`config.mk`:
```
export PLATFORM = sky130hd
export DESIGN_NAME = decimal_run_length_encoder_core
export DESIGN_NICKNAME = d
export VERILOG_FILES = /design/src/rtl/drle_pkg.sv /design/src/rtl/decimal_run_length_encoder_core.sv
export SDC_FILE = /design/constraint.sdc
export NUM_CORES = 1
export LEC_CHECK = 0
export BUFFER_PORTS_ARGS = -buffer_cell sky130_fd_sc_hd__buf_4
export CORE_ASPECT_RATIO = 2
export CORE_MARGIN = 8
export CORE_UTILIZATION = 60
export CTS_CLUSTER_SIZE = 40
export DETAILED_ROUTE_END_ITERATION = 16
export GPL_ROUTABILITY_DRIVEN = 0
export GPL_TIMING_DRIVEN = 0
export PLACE_DENSITY = 0.76
export SLEW_MARGIN = 20
export SYNTH_ARGS = -nofsm -noshare
export SYNTH_HDL_FRONTEND = slang
export SYNTH_SLANG_ARGS = --single-unit
```
`constraint.sdc`:
```
create_clock -name aclk -period 5.4 [get_ports aclk]
set_input_delay 0.54 -clock aclk [delete_from_list [all_inputs] [get_ports aclk]]
set_output_delay 0.54 -clock aclk [all_outputs]
set_load 0.01 [all_outputs]
```
`src/rtl/drle_pkg.sv`:
```
package drle_pkg;

    localparam int COUNT_BITS_DEF = 16;
    localparam logic [7:0] ASCII_ZERO = 8'h30;

    typedef enum logic [1:0] {
        ST_IDLE,
        ST_DIGIT,
        ST_CHAR
    } drle_state_t;

    // decimal digits needed for the largest count 2^bits - 1
    function automatic int count_digits(input int bits);
        longint v;
        int     n;
        v = (longint'(1) << bits) - 1;
        n = 0;
        for (int i = 0; i < 12; i++) begin
            if (v != 0) begin
                v = v / 10;
                n = n + 1;
            end
        end
        if (n == 0) begin
            n = 1;
        end
        return n;
    endfunction

endpackage

```
`src/rtl/decimal_run_length_encoder_core.sv`:
```
// decimal run-length encoder
// s_ channel: one character per word, s_tdata = character, s_tlast marks the
// final character of a message. m_ channel: one output byte per word,
// m_tdata = ASCII count digit or run character, m_tlast = end of message,
// m_tuser = {last result of the input word, run split, run character}.
// A character that extends the open run is taken and gives no
// output. A character that closes a run (different character, end of message
// or a run at the maximum count) makes the block emit the count in decimal,
// most significant digit first without leading zeros, then the run character.
// The count is kept as a packed BCD counter next to the binary count, and the
// digits leave through a shift register one digit per cycle unless stalled, so
// a run of d digits closes with d digit words and the run character (then a 1
// and the new character if the closing word also ends the message). m_tvalid
// rises once the output register takes the first digit. s_tready is high
// whenever no run is being emitted, also while the final result still waits in
// the output register. A stalled receiver holds the output register and freezes
// the emission. Reset clears the open run and drops m_tvalid.
module decimal_run_length_encoder_core #(
    parameter int COUNT_BITS = drle_pkg::COUNT_BITS_DEF
) (
    input  logic       aclk,
    input  logic       aresetn,
    input  logic       s_tvalid,
    output logic       s_tready,
    input  logic [7:0] s_tdata,   // in_byte
    input  logic       s_tlast,   // in_last
    output logic       m_tvalid,
    input  logic       m_tready,
    output logic [7:0] m_tdata,   // out_byte
    output logic       m_tlast,   // end_of_message
    output logic [2:0] m_tuser    // is_run_char, run_split, last_of_item
);
    import drle_pkg::*;

    localparam int NUM_DIGITS = count_digits(COUNT_BITS);
    localparam int DW         = NUM_DIGITS * 4;
    localparam int DCW        = $clog2(NUM_DIGITS + 1);
    localparam logic [COUNT_BITS-1:0] CNT_MAX = {COUNT_BITS{1'b1}};
    localparam logic [COUNT_BITS-1:0] CNT_ONE = COUNT_BITS'(1);
    localparam logic [DW-1:0] BCD_ONE     = DW'(1);
    localparam logic [DW-1:0] BCD_ONE_ALN = {4'd1, {(DW - 4){1'b0}}};

    drle_state_t state_reg, state_next;

    logic                  run_active_reg, run_active_next;
    logic [7:0]            run_byte_reg, run_byte_next;
    logic [COUNT_BITS-1:0] cnt_reg, cnt_next;
    logic [DW-1:0]         bcd_reg, bcd_next;

    logic [DW-1:0]  emit_bcd_reg, emit_bcd_next;
    logic [DCW-1:0] emit_cnt_reg, emit_cnt_next;
    logic [7:0]     emit_byte_reg, emit_byte_next;
    logic           emit_split_reg, emit_split_next;
    logic           emit_eom_reg, emit_eom_next;
    logic           pend_reg, pend_next;
    logic [7:0]     pend_byte_reg, pend_byte_next;

    logic       out_valid_reg, out_valid_next;
    logic [7:0] out_byte_reg, out_byte_next;
    logic [3:0] out_flags_reg, out_flags_next;  // run char, split, eom, last of item

    logic           accept;
    logic           out_load;
    logic           same_byte;
    logic [DW-1:0]  bcd_inc;
    logic           carry;
    logic [DW-1:0]  src_bcd;
    logic [DW-1:0]  src_aln;
    logic [DCW-1:0] src_nd;

    assign s_tready  = (state_reg == ST_IDLE);
    assign accept    = s_tvalid && s_tready;
    assign out_load  = (state_reg != ST_IDLE) && (!out_valid_reg || m_tready);
    assign same_byte = (s_tdata == run_byte_reg);

    assign m_tvalid = out_valid_reg;
    assign m_tdata  = out_byte_reg;
    assign m_tlast  = out_flags_reg[2];
    assign m_tuser  = {out_flags_reg[3], out_flags_reg[1], out_flags_reg[0]};

    // decimal increment of the bcd count, ripple over the digits
    always_comb begin
        bcd_inc = bcd_reg;
        carry   = 1'b1;
        for (int i = 0; i < NUM_DIGITS; i++) begin
            if (carry) begin
                if (bcd_reg[i*4 +: 4] == 4'd9) begin
                    bcd_inc[i*4 +: 4] = 4'd0;
                end else begin
                    bcd_inc[i*4 +: 4] = bcd_reg[i*4 +: 4] + 4'd1;
                    carry = 1'b0;
                end
            end
        end
    end

    // count to emit, pushed up so the leading nonzero digit sits on top
    always_comb begin
        if (!run_active_reg) begin
            src_bcd = BCD_ONE;
        end else if (same_byte && (cnt_reg != CNT_MAX)) begin
            src_bcd = bcd_inc;
        end else begin
            src_bcd = bcd_reg;
        end
        src_aln = src_bcd;
        src_nd  = DCW'(NUM_DIGITS);
        for (int i = 0; i < NUM_DIGITS - 1; i++) begin
            if (src_aln[DW-1 -: 4] == 4'd0) begin
                src_aln = src_aln << 4;
                src_nd  = src_nd - DCW'(1);
            end
        end
    end

    always_comb begin
        state_next      = state_reg;
        run_active_next = run_active_reg;
        run_byte_next   = run_byte_reg;
        cnt_next        = cnt_reg;
        bcd_next        = bcd_reg;
        emit_bcd_next   = emit_bcd_reg;
        emit_cnt_next   = emit_cnt_reg;
        emit_byte_next  = emit_byte_reg;
        emit_split_next = emit_split_reg;
        emit_eom_next   = emit_eom_reg;
        pend_next       = pend_reg;
        pend_byte_next  = pend_byte_reg;
        out_byte_next   = out_byte_reg;
        out_flags_next  = out_flags_reg;
        out_valid_next  = out_valid_reg && !m_tready;

        case (state_reg)
            ST_IDLE: begin
                if (accept) begin
                    emit_bcd_next = src_aln;
                    emit_cnt_next = src_nd;
                    if (!run_active_reg || (same_byte && (cnt_reg != CNT_MAX))) begin
                        // run opens or grows, closed only at end of message
                        emit_byte_next  = s_tdata;
                        emit_split_next = 1'b0;
                        emit_eom_next   = 1'b1;
                        pend_next       = 1'b0;
                        run_active_next = 1'b1;
                        run_byte_next   = s_tdata;
                        cnt_next        = run_active_reg ? cnt_reg + CNT_ONE : CNT_ONE;
                        bcd_next        = src_bcd;
                        if (s_tlast) begin
                            state_next = ST_DIGIT;
                        end
                    end else begin
                        // close the open run, a new run of this byte starts
                        emit_byte_next  = run_byte_reg;
                        emit_split_next = same_byte;
                        emit_eom_next   = 1'b0;
                        pend_next       = s_tlast;
                        pend_byte_next  = s_tdata;
                        run_byte_next   = s_tdata;
                        cnt_next        = CNT_ONE;
                        bcd_next        = BCD_ONE;
                        state_next      = ST_DIGIT;
                    end
                    if (s_tlast) begin
                        run_active_next = 1'b0;
                        run_byte_next   = 8'd0;
                        cnt_next        = '0;
                        bcd_next        = '0;
                    end
                end
            end
            ST_DIGIT: begin
                if (out_load) begin
                    out_valid_next = 1'b1;
                    out_byte_next  = ASCII_ZERO | {4'd0, emit_bcd_reg[DW-1 -: 4]};
                    out_flags_next = {1'b0, 1'b0, emit_split_reg, 1'b0};
                    emit_bcd_next  = emit_bcd_reg << 4;
                    emit_cnt_next  = emit_cnt_reg - DCW'(1);
                    if (emit_cnt_reg == DCW'(1)) begin
                        state_next = ST_CHAR;
                    end
                end
            end
            ST_CHAR: begin
                if (out_load) begin
                    out_valid_next = 1'b1;
                    out_byte_next  = emit_byte_reg;
                    out_flags_next = {!pend_reg, emit_eom_reg, emit_split_reg, 1'b1};
                    if (pend_reg) begin
                        // end of message right after a close: run of one
                        pend_next       = 1'b0;
                        emit_bcd_next   = BCD_ONE_ALN;
                        emit_cnt_next   = DCW'(1);
                        emit_byte_next  = pend_byte_reg;
                        emit_split_next = 1'b0;
                        emit_eom_next   = 1'b1;
                        state_next      = ST_DIGIT;
                    end else begin
                        state_next = ST_IDLE;
                    end
                end
            end
            default: begin
                state_next = ST_IDLE;
            end
        endcase
    end

    always_ff @(posedge aclk) begin
        if (!aresetn) begin
            state_reg      <= ST_IDLE;
            run_active_reg <= 1'b0;
            run_byte_reg   <= 8'd0;
            cnt_reg        <= '0;
            bcd_reg        <= '0;
            pend_reg       <= 1'b0;
            out_valid_reg  <= 1'b0;
        end else begin
            state_reg      <= state_next;
            run_active_reg <= run_active_next;
            run_byte_reg   <= run_byte_next;
            cnt_reg        <= cnt_next;
            bcd_reg        <= bcd_next;
            pend_reg       <= pend_next;
            out_valid_reg  <= out_valid_next;
        end
    end

    always_ff @(posedge aclk) begin
        emit_bcd_reg   <= emit_bcd_next;
        emit_cnt_reg   <= emit_cnt_next;
        emit_byte_reg  <= emit_byte_next;
        emit_split_reg <= emit_split_next;
        emit_eom_reg   <= emit_eom_next;
        pend_byte_reg  <= pend_byte_next;
        out_byte_reg   <= out_byte_next;
        out_flags_reg  <= out_flags_next;
    end

endmodule

```
* Word level (Yosys, flattened, before mapping) *
Cells that the tools add are included.

operators by class
  bitwise gates (word level) = 1
  reduce and logical (&&, ||, !) cells = 29
  multiplexer cells = 79
  $add $sub $neg = 10
  equality and inequality tests = 16

operator list
  kind                                               count
  2-to-1 mux 20 bit                                  12
  one-hot mux 20 bit (3 select lines)                1
  2-to-1 mux 8 bit                                   7
  2-to-1 mux 16 bit                                  3
  2-to-1 mux 4 bit                                   11
  one-hot mux 8 bit (2 select lines)                 2
  2-to-1 mux 1 bit                                   24
  2-to-1 mux 3 bit                                   7
  adder 4 x 1 -> 4 bit (second input constant)       5
  equality test 4 bit (second input constant)        5
  adder 16 x 1 -> 16 bit (second input constant)     1
  logical NOT 4 bit                                  4
  != test 16 bit (second input constant)             1
  2-to-1 mux 2 bit                                   6
  AND reduction 3 bit                                4
  subtractor 3 x 1 -> 3 bit (second input constant)  4
  AND reduction 5 bit                                2
  one-hot mux 3 bit (3 select lines)                 1
  equality test 8 bit                                1
  != test 2 bit (second input constant)              4
  one-hot mux 4 bit (2 select lines)                 1
  nonzero test 2 bit                                 4
  one-hot mux 1 bit (2 select lines)                 3
  one-hot mux 2 bit (3 select lines)                 1
  14 further kinds                                   21

word-level totals
  bits of input ports = 13
  flip-flop bits (word level) = 102
  word-level logic and storage cells = 150
  output and inout bits = 14

* Longest topological paths before layout *
Gate-level depths: netlist (run 1).

  depth in word-level cells = 18
  gate-level depth with buffers = 18
  gate-level depth less buffers = 16

* Least setup slack after synthesis (run 1) *
No wires, ideal clock.

  path type = input -> register
  from = input port s_tdata[6]
  to = register emit_cnt_reg[2], data pin
  slack = 1.585 ns
  data required time = 5.248 ns
  stages on the path = 15
  setup time = 0.152 ns
  arrival = 3.663 ns
  buffers on the path = 3
  cell sequence = xor2_1 > nor4_2 > and2_1 > buf_4 > and4_4 > nand4_4 > nand2_1 > clkbuf_1 > buf_1 > ha_1 > xnor2_1 > ha_1 > inv_1 > or4_1 > a31oi_1

between the ends
  word-level cells in the longest chain between the ends = 14
  elaborated cells on any way between the ends = 20
  those cells by class = add/sub: 3; eq/ne: 1; mux: 11; reduce/logical: 5

RTL lines
  item                                                                   line                                                                            RTL
  from (decl)                                                            decimal_run_length_encoder_core.sv:25                                           input logic [7:0] s_tdata,
  equality test 8 bit *                                                  decimal_run_length_encoder_core.sv:74                                           assign same_byte = (s_tdata == run_byte_reg);
  logical AND 1 bit *                                                    decimal_run_length_encoder_core.sv:101                                          end else if (same_byte && (cnt_reg != CNT_MAX)) begin
  2-to-1 mux 20 bit *                                                    decimal_run_length_encoder_core.sv:101
  2-to-1 mux 20 bit *                                                    decimal_run_length_encoder_core.sv:99                                           if (!run_active_reg) begin
  logical NOT 4 bit                                                      decimal_run_length_encoder_core.sv:109                                          if (src_aln[DW-1 -: 4] == 4'd0) begin
  2-to-1 mux 1 bit / 2-to-1 mux 20 bit (equally long branches)           decimal_run_length_encoder_core.sv:109
  subtractor 3 x 1 -> 3 bit / logical NOT 4 bit (equally long branches)  decimal_run_length_encoder_core.sv:111, decimal_run_length_encoder_core.sv:109
  2-to-1 mux 3 bit / 2-to-1 mux 20 bit (equally long branches)           decimal_run_length_encoder_core.sv:109
  subtractor 3 x 1 -> 3 bit / logical NOT 4 bit (equally long branches)  decimal_run_length_encoder_core.sv:111, decimal_run_length_encoder_core.sv:109
  2-to-1 mux 3 bit / 2-to-1 mux 20 bit (equally long branches)           decimal_run_length_encoder_core.sv:109
  subtractor 3 x 1 -> 3 bit / logical NOT 4 bit (equally long branches)  decimal_run_length_encoder_core.sv:111, decimal_run_length_encoder_core.sv:109
  2-to-1 mux 3 bit *                                                     decimal_run_length_encoder_core.sv:109
  2-to-1 mux 3 bit *                                                     decimal_run_length_encoder_core.sv:135                                          if (accept) begin
  one-hot mux 3 bit (3 select lines) *                                   decimal_run_length_encoder_core.sv:133                                          case (state_reg)
  net emit_cnt_next[2]                                                   decimal_run_length_encoder_core.sv:51                                           logic [DCW-1:0] emit_cnt_reg, emit_cnt_next;
  to (signal assigned)                                                   decimal_run_length_encoder_core.sv:230                                          emit_cnt_reg <= emit_cnt_next;
  to (decl)                                                              decimal_run_length_encoder_core.sv:51

The timed path passes the listed nets; every way through them passes the cells marked *. The select of a mux whose other input is x is not followed.
A chain may end at the register's enable or synchronous reset.

* Final worst setup path (run 1) *
  from = register bcd_reg[0]
  to = register emit_cnt_reg[2], data pin

between the ends
  word-level cells in the longest chain between the ends = 18
  elaborated cells on any way between the ends = 27
  those cells by class = add/sub: 3; eq/ne: 1; mux: 19; reduce/logical: 4

RTL lines
  item                                                                   line                                                                            RTL
  from (decl)                                                            decimal_run_length_encoder_core.sv:48                                           logic [DW-1:0] bcd_reg, bcd_next;
  from (signal assigned)                                                 decimal_run_length_encoder_core.sv:222                                          bcd_reg <= bcd_next;
  equality test 4 bit *                                                  decimal_run_length_encoder_core.sv:87                                           if (bcd_reg[i*4 +: 4] == 4'd9) begin
  2-to-1 mux 1 bit *                                                     decimal_run_length_encoder_core.sv:87
  2-to-1 mux 1 bit (3 in series)                                         decimal_run_length_encoder_core.sv:86                                           if (carry) begin
  2-to-1 mux 4 bit                                                       decimal_run_length_encoder_core.sv:86
  2-to-1 mux 20 bit *                                                    decimal_run_length_encoder_core.sv:101
  2-to-1 mux 20 bit *                                                    decimal_run_length_encoder_core.sv:99
  logical NOT 4 bit                                                      decimal_run_length_encoder_core.sv:109
  2-to-1 mux 1 bit / 2-to-1 mux 20 bit (equally long branches)           decimal_run_length_encoder_core.sv:109
  subtractor 3 x 1 -> 3 bit / logical NOT 4 bit (equally long branches)  decimal_run_length_encoder_core.sv:111, decimal_run_length_encoder_core.sv:109
  2-to-1 mux 3 bit / 2-to-1 mux 20 bit (equally long branches)           decimal_run_length_encoder_core.sv:109
  subtractor 3 x 1 -> 3 bit / logical NOT 4 bit (equally long branches)  decimal_run_length_encoder_core.sv:111, decimal_run_length_encoder_core.sv:109
  2-to-1 mux 3 bit / 2-to-1 mux 20 bit (equally long branches)           decimal_run_length_encoder_core.sv:109
  subtractor 3 x 1 -> 3 bit / logical NOT 4 bit (equally long branches)  decimal_run_length_encoder_core.sv:111, decimal_run_length_encoder_core.sv:109
  2-to-1 mux 3 bit *                                                     decimal_run_length_encoder_core.sv:109
  2-to-1 mux 3 bit *                                                     decimal_run_length_encoder_core.sv:135
  one-hot mux 3 bit (3 select lines) *                                   decimal_run_length_encoder_core.sv:133
  net emit_cnt_next[2]                                                   decimal_run_length_encoder_core.sv:51

Marks and branches as above.

==> reports/qor.txt, run 1 <==
CTS H-tree lvls: 3
met3 usage: 3.62%
# IOs: 27
Mapped Nets: 711
Setup crit end kind: flop
WL per Instance: 18.7 µm
Root Driver: clkbuf_16
Fin. Hold Viols: 0
mapped cell area: 6170 µm²
Post-synth EDFFs: 53
clk buf depth: 2
Critical Path RT: 5.60 ns
CTS tree: yes
# rows: 52
smallest hold slack: 0.394 ns
met2 Use GR: 41.4%
crit path buf inv count: 4
worst-case clock skew: 0.00635 ns
gr usage total: 23.9%
Crit-path slowest cell: or4_1
CP max stage delay: 0.51 ns
clk_lat worst skew: 0.36 ns
PD cells: 345 nW/µm²
yosys warns: 0
maximum VDD drop: 0.234 mV
Num CTS Buffers: 9
Sinks on Clock Net: 102
I/O Buffers: 25
clk slew on worst S/H paths: 0.07 ns
Die Width: 87.7 µm
# DRC: 0
global route total overflow: 0
CP max FO: 11
Worst Tran Pin Value: 0.918 ns
Worst Setup Start Kind: flop
main flop type after synthesis: edfxtp_1
Unique masters post-synth: 84
worst setup path category: reg -> reg
via count: 5343
largest net degree at the start of global routing: 20
Seq/Total Area, Yosys: 41.7%
max-slew violations: 0
CP dominant cell by count: ha_1
TritonRoute pass-1 iters: 6
status: finished clean
cell taking the most area after synthesis: edfxtp_1
CP cell instances: ha_1 -> and4b_1 -> buf_2 -> nand3_2 -> nor2_2 -> and4_4 -> nand4_4 -> nand2_1 -> clkbuf_1 -> buf_1 -> ha_1 -> xnor2_1 -> ha_1 -> inv_1 -> or4_1 -> a31oi_1
Worst Path Arrival: 4.69 ns
top cell type's share of synthesized area: 25.8%
initial antenna violation count: 0
TNS Setup: 0 ns
number of global-route vias before repair: 5302
gr busiest metal: met2
hold crit path type: in -> reg
Post-Syn Instances: 683
period utilization: 83.3%
final setup fails: 0
post-CTS setup buffer count: 0
slew margin rel.: 38.6%
Die Height: 159 µm
Leak: 2.44 nW
max-cap violations: 0
DRT Wirelength: 16100 µm
asr flop ratio synth: 0%
RSZ-0062 raised after global routing: false
Vias/cell: 6.21
share of cells above drive strength 1: 11.7%
Post-DRT Antenna Nets: 0
Inserted Diodes: 0
Post-CTS Hold Fix Bufs: 0
fin crit period: 4.50 ns
first-iteration detailed-routing DRC count: 353
Detail Placement HPWL: 12300 µm
syn avg cell area: 9.03 µm²
die area: 14000 µm²
first-pass GRT wire length: 26200 µm
synth top area cells: edfxtp_1, dfxtp_1, nand2_1
Placeable Area: 10100 µm²
Initial Util: 61.2%
Yosys reg bits: 102
CTS resizes: 0
M1 GR Usage: 24.6%
Peak Freq: 0.222 GHz
P&R area growth vs syn: 11.0%
Crit path max-delay family: simple AND/OR/NAND/NOR gates
final net count: 749
cell usage after synthesis (all sizes together), types with 3 or more instances:
cell type	n
nand2	78
or3	4
nand3	18
mux2i	18
nor3	19
o31ai	8
xor2	18
edfxtp	53
and2	19
a22oi	11
buf	12
o211ai	3
mux2	8
nor3b	4
xnor2	11
dfxtp	49
nand4	16
nor2b	26
ha	15
nor2	56
o21ai	44
a22o	4
a31oi	3
a21boi	13
or2	4
a2111oi	3
o22ai	5
a21o	4
o21a	4
nand3b	8
inv	19
nand2b	9
clkbuf	31
nor4	7
a21oi	34
and3	9
kinds of logic after synthesis:
family          synth area share, %
simple gates                   24.6
compound gates                 18.0
fa+ha+maj                      3.04
buf+inv                        4.08
flops                          41.7
mux                            4.38
xor+xnor                       4.12
cell type report:
cell class                 count  area, µm²
multi-input combinational    519       3350
fill                         826       3240
sequential                   102       2570
clock buffer                  10        233
timing repair buffer          27        206
buffer                        43        180
tap                          135        169
inverter                      19       71.3
clock inverter                 6       62.6
worst register-to-register path: stages, from the launching register on:
cell,delay (ns)
dfxtp_1,0.42
ha_1,0.21
and4b_1,0.20
buf_2,0.20
nand3_2,0.14
nor2_2,0.23
and4_4,0.32
nand4_4,0.15
nand2_1,0.17
clkbuf_1,0.40
buf_1,0.45
ha_1,0.36
xnor2_1,0.17
ha_1,0.16
inv_1,0.05
or4_1,0.51
a31oi_1,0.18
path summary, 6_finish.rpt:
| check | endpoint | cells after the start | from | slack [ns] |
|---|---|---|---|---|
| worst min register to register | out_flags_reg[1] | 0 | emit_split_reg | 0.43 |
| worst min-delay path | pend_byte_reg[6] | 1 | s_tdata[6] | 0.39 |
| worst max register to register | emit_cnt_reg[2] | 16 | bcd_reg[0] | 0.90 |
| worst max-delay path | emit_cnt_reg[2] | 16 | bcd_reg[0] | 0.90 |
layout by cell type, fill, tap and decap left out, drive strengths merged, types with 3 or more instances in the layout:
cell type,Yosys,layout
a31oi,3,3
inv,19,23
mux2i,18,18
and2,19,19
nor2,56,56
or3,4,4
a22o,4,4
a2111oi,3,3
nand2b,9,9
or2,4,4
nor3b,4,4
buf,12,39
o31ai,8,8
xor2,18,18
ha,15,15
dfxtp,49,49
o21a,4,4
nor2b,26,26
nor3,19,19
nor4,7,7
edfxtp,53,53
a21boi,13,13
nand3,18,18
xnor2,11,11
a21oi,34,34
clkbuf,31,41
nand4,16,16
and3,9,9
mux2,8,8
o211ai,3,3
a22oi,11,11
a21o,4,4
o22ai,5,5
nand2,78,78
nand3b,8,8
o21ai,44,44
metal layers:
layer / wire length [µm] / vias to the layer above
li1: - / 2547
met1: 5860 / 2516
met2: 8450 / 211
met3: 834 / 69
met4: 942 / 0
met5: 0 / -
stage by stage:
step	cells	worst slack [ns]	power, mW	area [µm²]	util [%]
4_1_cts	861	0.974	2.35	6840	67.9
3_3_place_gp	843	0.990	1.68	6520	64.7
2_1_floorplan	683	1.59	1.49	6170	-
6_report	861	0.903	2.36	6840	67.9
5_1_grt	861	0.631	2.46	6840	67.9
3_5_place_dp	845	0.926	1.72	6550	64.9
power breakdown:
part	leakage [nW]	switching [mW]	internal, mW
Clock	0.146	0.312	0.331
Sequential	0.906	0.0575	1.02
Combinational	1.39	0.432	0.208
Total	2.44	0.801	1.56
Note: power is estimated with default switching activity, not from simulation.
==> inputs of run 2 (changes only) <==
clock period = 4.7 ns   (was 5.4 ns; I/O delays follow)
==> reports/qor.txt, run 2 (same netlist as run 1, synthesis figures left out) <==
status: finished clean
DRT Wirelength: 16100 µm
Root Driver: clkbuf_16
die area: 14000 µm²
hold crit path type: in -> reg
fin crit period: 4.34 ns
# rows: 52
CTS H-tree lvls: 3
clk_lat worst skew: 0.36 ns
Die Width: 87.7 µm
reg2reg path depth: 16
Crit-path slowest cell: or4_1
WL per Instance: 18.7 µm
slew margin rel.: 38.6%
CP dominant cell by count: ha_1
# IOs: 27
share of cells above drive strength 1: 11.8%
Vias/cell: 6.22
Peak Freq: 0.230 GHz
met2 Use GR: 41.4%
met3 usage: 3.62%
Placeable Area: 10100 µm²
Setup crit end kind: flop
first-pass GRT wire length: 26200 µm
final worst slack: 0.360 ns
maximum VDD drop: 0.269 mV
Die Height: 159 µm
Worst Tran Pin Value: 0.918 ns
RR Endpoint: emit_cnt_reg[2]
commonest non-fill, non-tap cell in the layout: nand2_1
Post-CTS Hold Fix Bufs: 0
max-slew violations: 0
gr busiest metal: met2
Sinks on Clock Net: 102
Worst Hold Launch: s_tdata[6]
global route total overflow: 0
PD cells: 396 nW/µm²
CP max stage delay: 0.51 ns
CP cell instances: ha_1 -> and4b_1 -> buf_2 -> nand3_2 -> nor2_2 -> and4_4 -> nand4_4 -> nand2_1 -> clkbuf_1 -> clkbuf_2 -> ha_1 -> xnor2_1 -> ha_1 -> inv_1 -> or4_1 -> a31oi_1
worst-case clock skew: 0.00601 ns
most frequent cells in the layout: nand2_1, nor2_1, edfxtp_1
Inserted Diodes: 0
clk slew on worst S/H paths: 0.07 ns
DP Worst Slack: 0.296 ns
Initial Util: 61.2%
Worst Setup Start Kind: flop
Worst Path Arrival: 4.53 ns
number of global-route vias before repair: 5302
worst setup path category: reg -> reg
via count: 5353
Num CTS Buffers: 9
CTS tree: yes
gr usage total: 23.9%
first-iteration detailed-routing DRC count: 353
final setup fails: 0
Fin. Hold Viols: 0
# DRC: 0
flop2flop setup slack: 0.36 ns
RSZ-0062 raised after global routing: false
worst hold path stage count: 1
TritonRoute pass-1 iters: 8
CP max FO: 11
period utilization: 92.3%
r2r startpoint: bcd_reg[0]
I/O Buffers: 25
M1 GR Usage: 24.6%
TNS Setup: 0 ns
Critical Path RT: 4.89 ns
final net count: 749
largest net degree at the start of global routing: 20
clk buf depth: 2
Detail Placement HPWL: 12300 µm
P&R area growth vs syn: 11.0%
Leak: 2.44 nW
Post-DRT Antenna Nets: 0
Hold EP: pend_byte_reg[6]
fin util: 67.9%
initial antenna violation count: 0
max-cap violations: 0
-- run 2: changes by cell type in the layout (fill, tap and decap cells not counted), sizes merged --
cell / delta
buf: -1
clkbuf: +1
-- run 2: cell type report --
class | count | area, µm²
Multi-Input combinational cell | 519 | 3350
Timing Repair Buffer | 27 | 206
Clock inverter | 6 | 62.6
Fill cell | 825 | 3240
Tap cell | 135 | 169
Buffer | 43 | 181
Inverter | 19 | 71.3
Clock buffer | 10 | 233
Sequential cell | 102 | 2570
-- run 2: where the power goes --
| group | switching, mW | internal [mW] |
|---|---|---|
| clock | 0.357 | 0.380 |
| sequential | 0.0663 | 1.17 |
| combinational | 0.496 | 0.239 |
-- run 2: routing by layer --
metal | vias up | wire length [µm] | share of wire [%]
met5 | - | 0 | 0
met4 | 0 | 957 | 6.0
met3 | 70 | 790 | 4.9
met2 | 214 | 8440 | 52
met1 | 2522 | 5890 | 37
li1 | 2547 | - | -
-- run 2: stage by stage --
stage	instances	hold WS, ns	cell area [µm²]	power, mW
global placement	843	0.407	6520	1.93
global route	861	0.321	6840	2.83
detailed placement	845	0.415	6550	1.98
finish	861	0.326	6840	2.71
CTS	861	0.320	6840	2.70
floorplan	683	0.400	6170	1.71
-- run 2: worst max path at each step --
stage / start / endpoint / slack, ns / depth (start not counted)
2_1_floorplan: bcd_reg[0] / emit_cnt_reg[2] / 0.91 / 16
3_3_place_gp: s_tdata[6] / emit_cnt_reg[2] / 0.36 / 16
3_5_place_dp: s_tdata[6] / emit_cnt_reg[2] / 0.30 / 16
4_1_cts: bcd_reg[0] / emit_cnt_reg[2] / 0.27 / 16
5_1_grt: bcd_reg[0] / emit_cnt_reg[2] / 0.12 / 16
6_report: bcd_reg[0] / emit_cnt_reg[2] / 0.36 / 16
-- run 2: critical path: cells and delay by family, from the launching register on --
kind,cells,cell delay [ns]
AOI/OAI and AO/OA,1,0.18
xor gates and xnor gates,1,0.17
adders and majority gates,3,0.69
buffers and inverters,4,1.00
DFF,1,0.42
and+or+nand+nor,7,1.71
-- run 2: timing repair --
item / in CTS / in global routing
setup buffers: 0 / 0
endpoints found under the setup margin: 0 / 1
resized for setup: 0 / 1
==> inputs of run 3 (changes only) <==
CELL_PAD_IN_SITES_DETAIL_PLACEMENT = 1   (was not set)
CELL_PAD_IN_SITES_GLOBAL_PLACEMENT = 2   (was not set)
CORE_UTILIZATION = 39   (was 60)
PLACE_DENSITY = 0.78   (was 0.76)
==> reports/qor.txt, run 3 (same netlist as run 1, synthesis figures left out) <==
status: finished clean
Root Driver: clkbuf_16
area of the multi-input gates: 3350 µm²
Inserted Diodes: 0
slew margin rel.: 35.5%
Fin. Hold Viols: 0
final worst slack: 0.337 ns
clk buf depth: 2
Sinks on Clock Net: 102
most frequent cells in the layout: nand2_1, nor2_1, edfxtp_1
Setup crit end kind: flop
TritonRoute pass-1 iters: 4
P&R area growth vs syn: 12.8%
first-iteration detailed-routing DRC count: 222
commonest non-fill, non-tap cell in the layout: nand2_1
clk slew on worst S/H paths: 0.07 ns
fin crit period: 4.36 ns
clk_lat worst skew: 0.35 ns
Num CTS Buffers: 9
register area: 2570 µm²
Peak Freq: 0.229 GHz
initial antenna violation count: 0
Critical Path RT: 4.90 ns
Worst Hold Launch: s_tdata[4]
max-slew violations: 0
r2r startpoint: bcd_reg[0]
worst-case clock skew: 0.00621 ns
Detail Placement HPWL: 14200 µm
DRT Wirelength: 18600 µm
worst hold path stage count: 1
Final Power: 2.83 mW
number of global-route vias before repair: 5411
worst setup path category: reg -> reg
Die Width: 105 µm
TNS Setup: 0 ns
gr usage total: 18.4%
die area: 20300 µm²
Vias/cell: 5.62
# IOs: 27
Worst Tran Pin Value: 0.965 ns
WL per Instance: 20.1 µm
Worst Path Arrival: 4.56 ns
DP Worst Slack: 0.208 ns
# rows: 65
share of cells above drive strength 1: 11.7%
M1 WL: 7810 µm
I/O Buffers: 25
Post-DRT Antenna Nets: 0
CTS H-tree lvls: 3
met2 wire len: 9530 µm
Worst Setup Start Kind: flop
final setup fails: 0
layout filler cell count: 1895
DR top layer: met4
Die Height: 194 µm
Final Non-Filler Cells: 927
largest net degree at the start of global routing: 19
crit path from: bcd_reg[0]
Leak: 2.45 nW
max-cap violations: 0
fin util: 44.6%
Initial Util: 39.5%
maximum VDD drop: 0.162 mV
Placeable Area: 15600 µm²
period utilization: 92.8%
CTS tree: yes
PD cells: 407 nW/µm²
RSZ-0062 raised after global routing: false
final net count: 749
# DRC: 0
WL met3: 562 µm
via count: 5207
global route total overflow: 0
first-pass GRT wire length: 29400 µm
placed insts: 911
CP max FO: 11
reg2reg path depth: 16
hold crit path type: in -> reg
==> run 3: cell count changes in the layout (fill, tap and decap cells not counted) <==
cell | before | now
clkinvlp_4 | 0 | 1
clkinv_4 | 1 | 0
clkinv_8 | 1 | 0
clkbuf_4 | 1 | 0
inv_6 | 3 | 2
clkinv_1 | 0 | 1
bufinv_16 | 0 | 2
==> run 3: per-stage QoR <==
stage / cell area (µm²) / hold slack [ns]
floorplan: 6170 / 0.400
global placement: 6610 / 0.405
detailed placement: 6630 / 0.416
CTS: 6960 / 0.316
global route: 6960 / 0.316
finish: 6960 / 0.330
==> run 3: final cells by class <==
type | instances | share of cell area, %
multi-input cells | 519 | 48.1
flip-flops and latches | 102 | 37.0
well taps | 201 | 3.62
clock buffers | 9 | 3.24
repair buffers | 27 | 2.97
plain buffers | 43 | 2.61
clock inverters | 7 | 1.44
inverters | 19 | 1.03
==> run 3: where the power goes <==
group          switching, mW  total, mW  internal, mW  leakage [nW]
registers             0.0720       1.24          1.17         0.906
logic                  0.516      0.755         0.239          1.39
clock network          0.364      0.837         0.473         0.156
total                  0.952       2.83          1.88          2.45
==> run 3: worst paths after layout <==
path | slack [ns] | to
min reg2reg | 0.43 | out_flags_reg[1]
max reg2reg | 0.34 | emit_cnt_reg[2]
min | 0.33 | pend_byte_reg[4]
max | 0.34 | emit_cnt_reg[2]
==> run 3: repair_timing <==
action,4_1_cts,5_1_grt
gates resized for setup,0,1
setup endpoints to repair,0,1
hold buffers,0,0
buffers inserted,0,0
==> run 3: worst max-delay path: stages (launching register included) <==
cell and delay [ns]:
dfxtp_1 0.43, ha_1 0.20, and4b_1 0.20, buf_2 0.19, nand3_2 0.15, nor2_2 0.25, and4_4 0.32, nand4_4 0.16
nand2_1 0.19, clkbuf_1 0.41, clkbuf_2 0.35, ha_1 0.33, xnor2_1 0.18, ha_1 0.16, inv_1 0.05, or4_1 0.50
a31oi_1 0.14
==> run 3: metal layers <==
layer	GRT usage (%)	up-vias
li1	-	2542
met1	20.8	2562
met2	32.4	73
met3	2.90	30
met4	9.11	0
met5	0	-
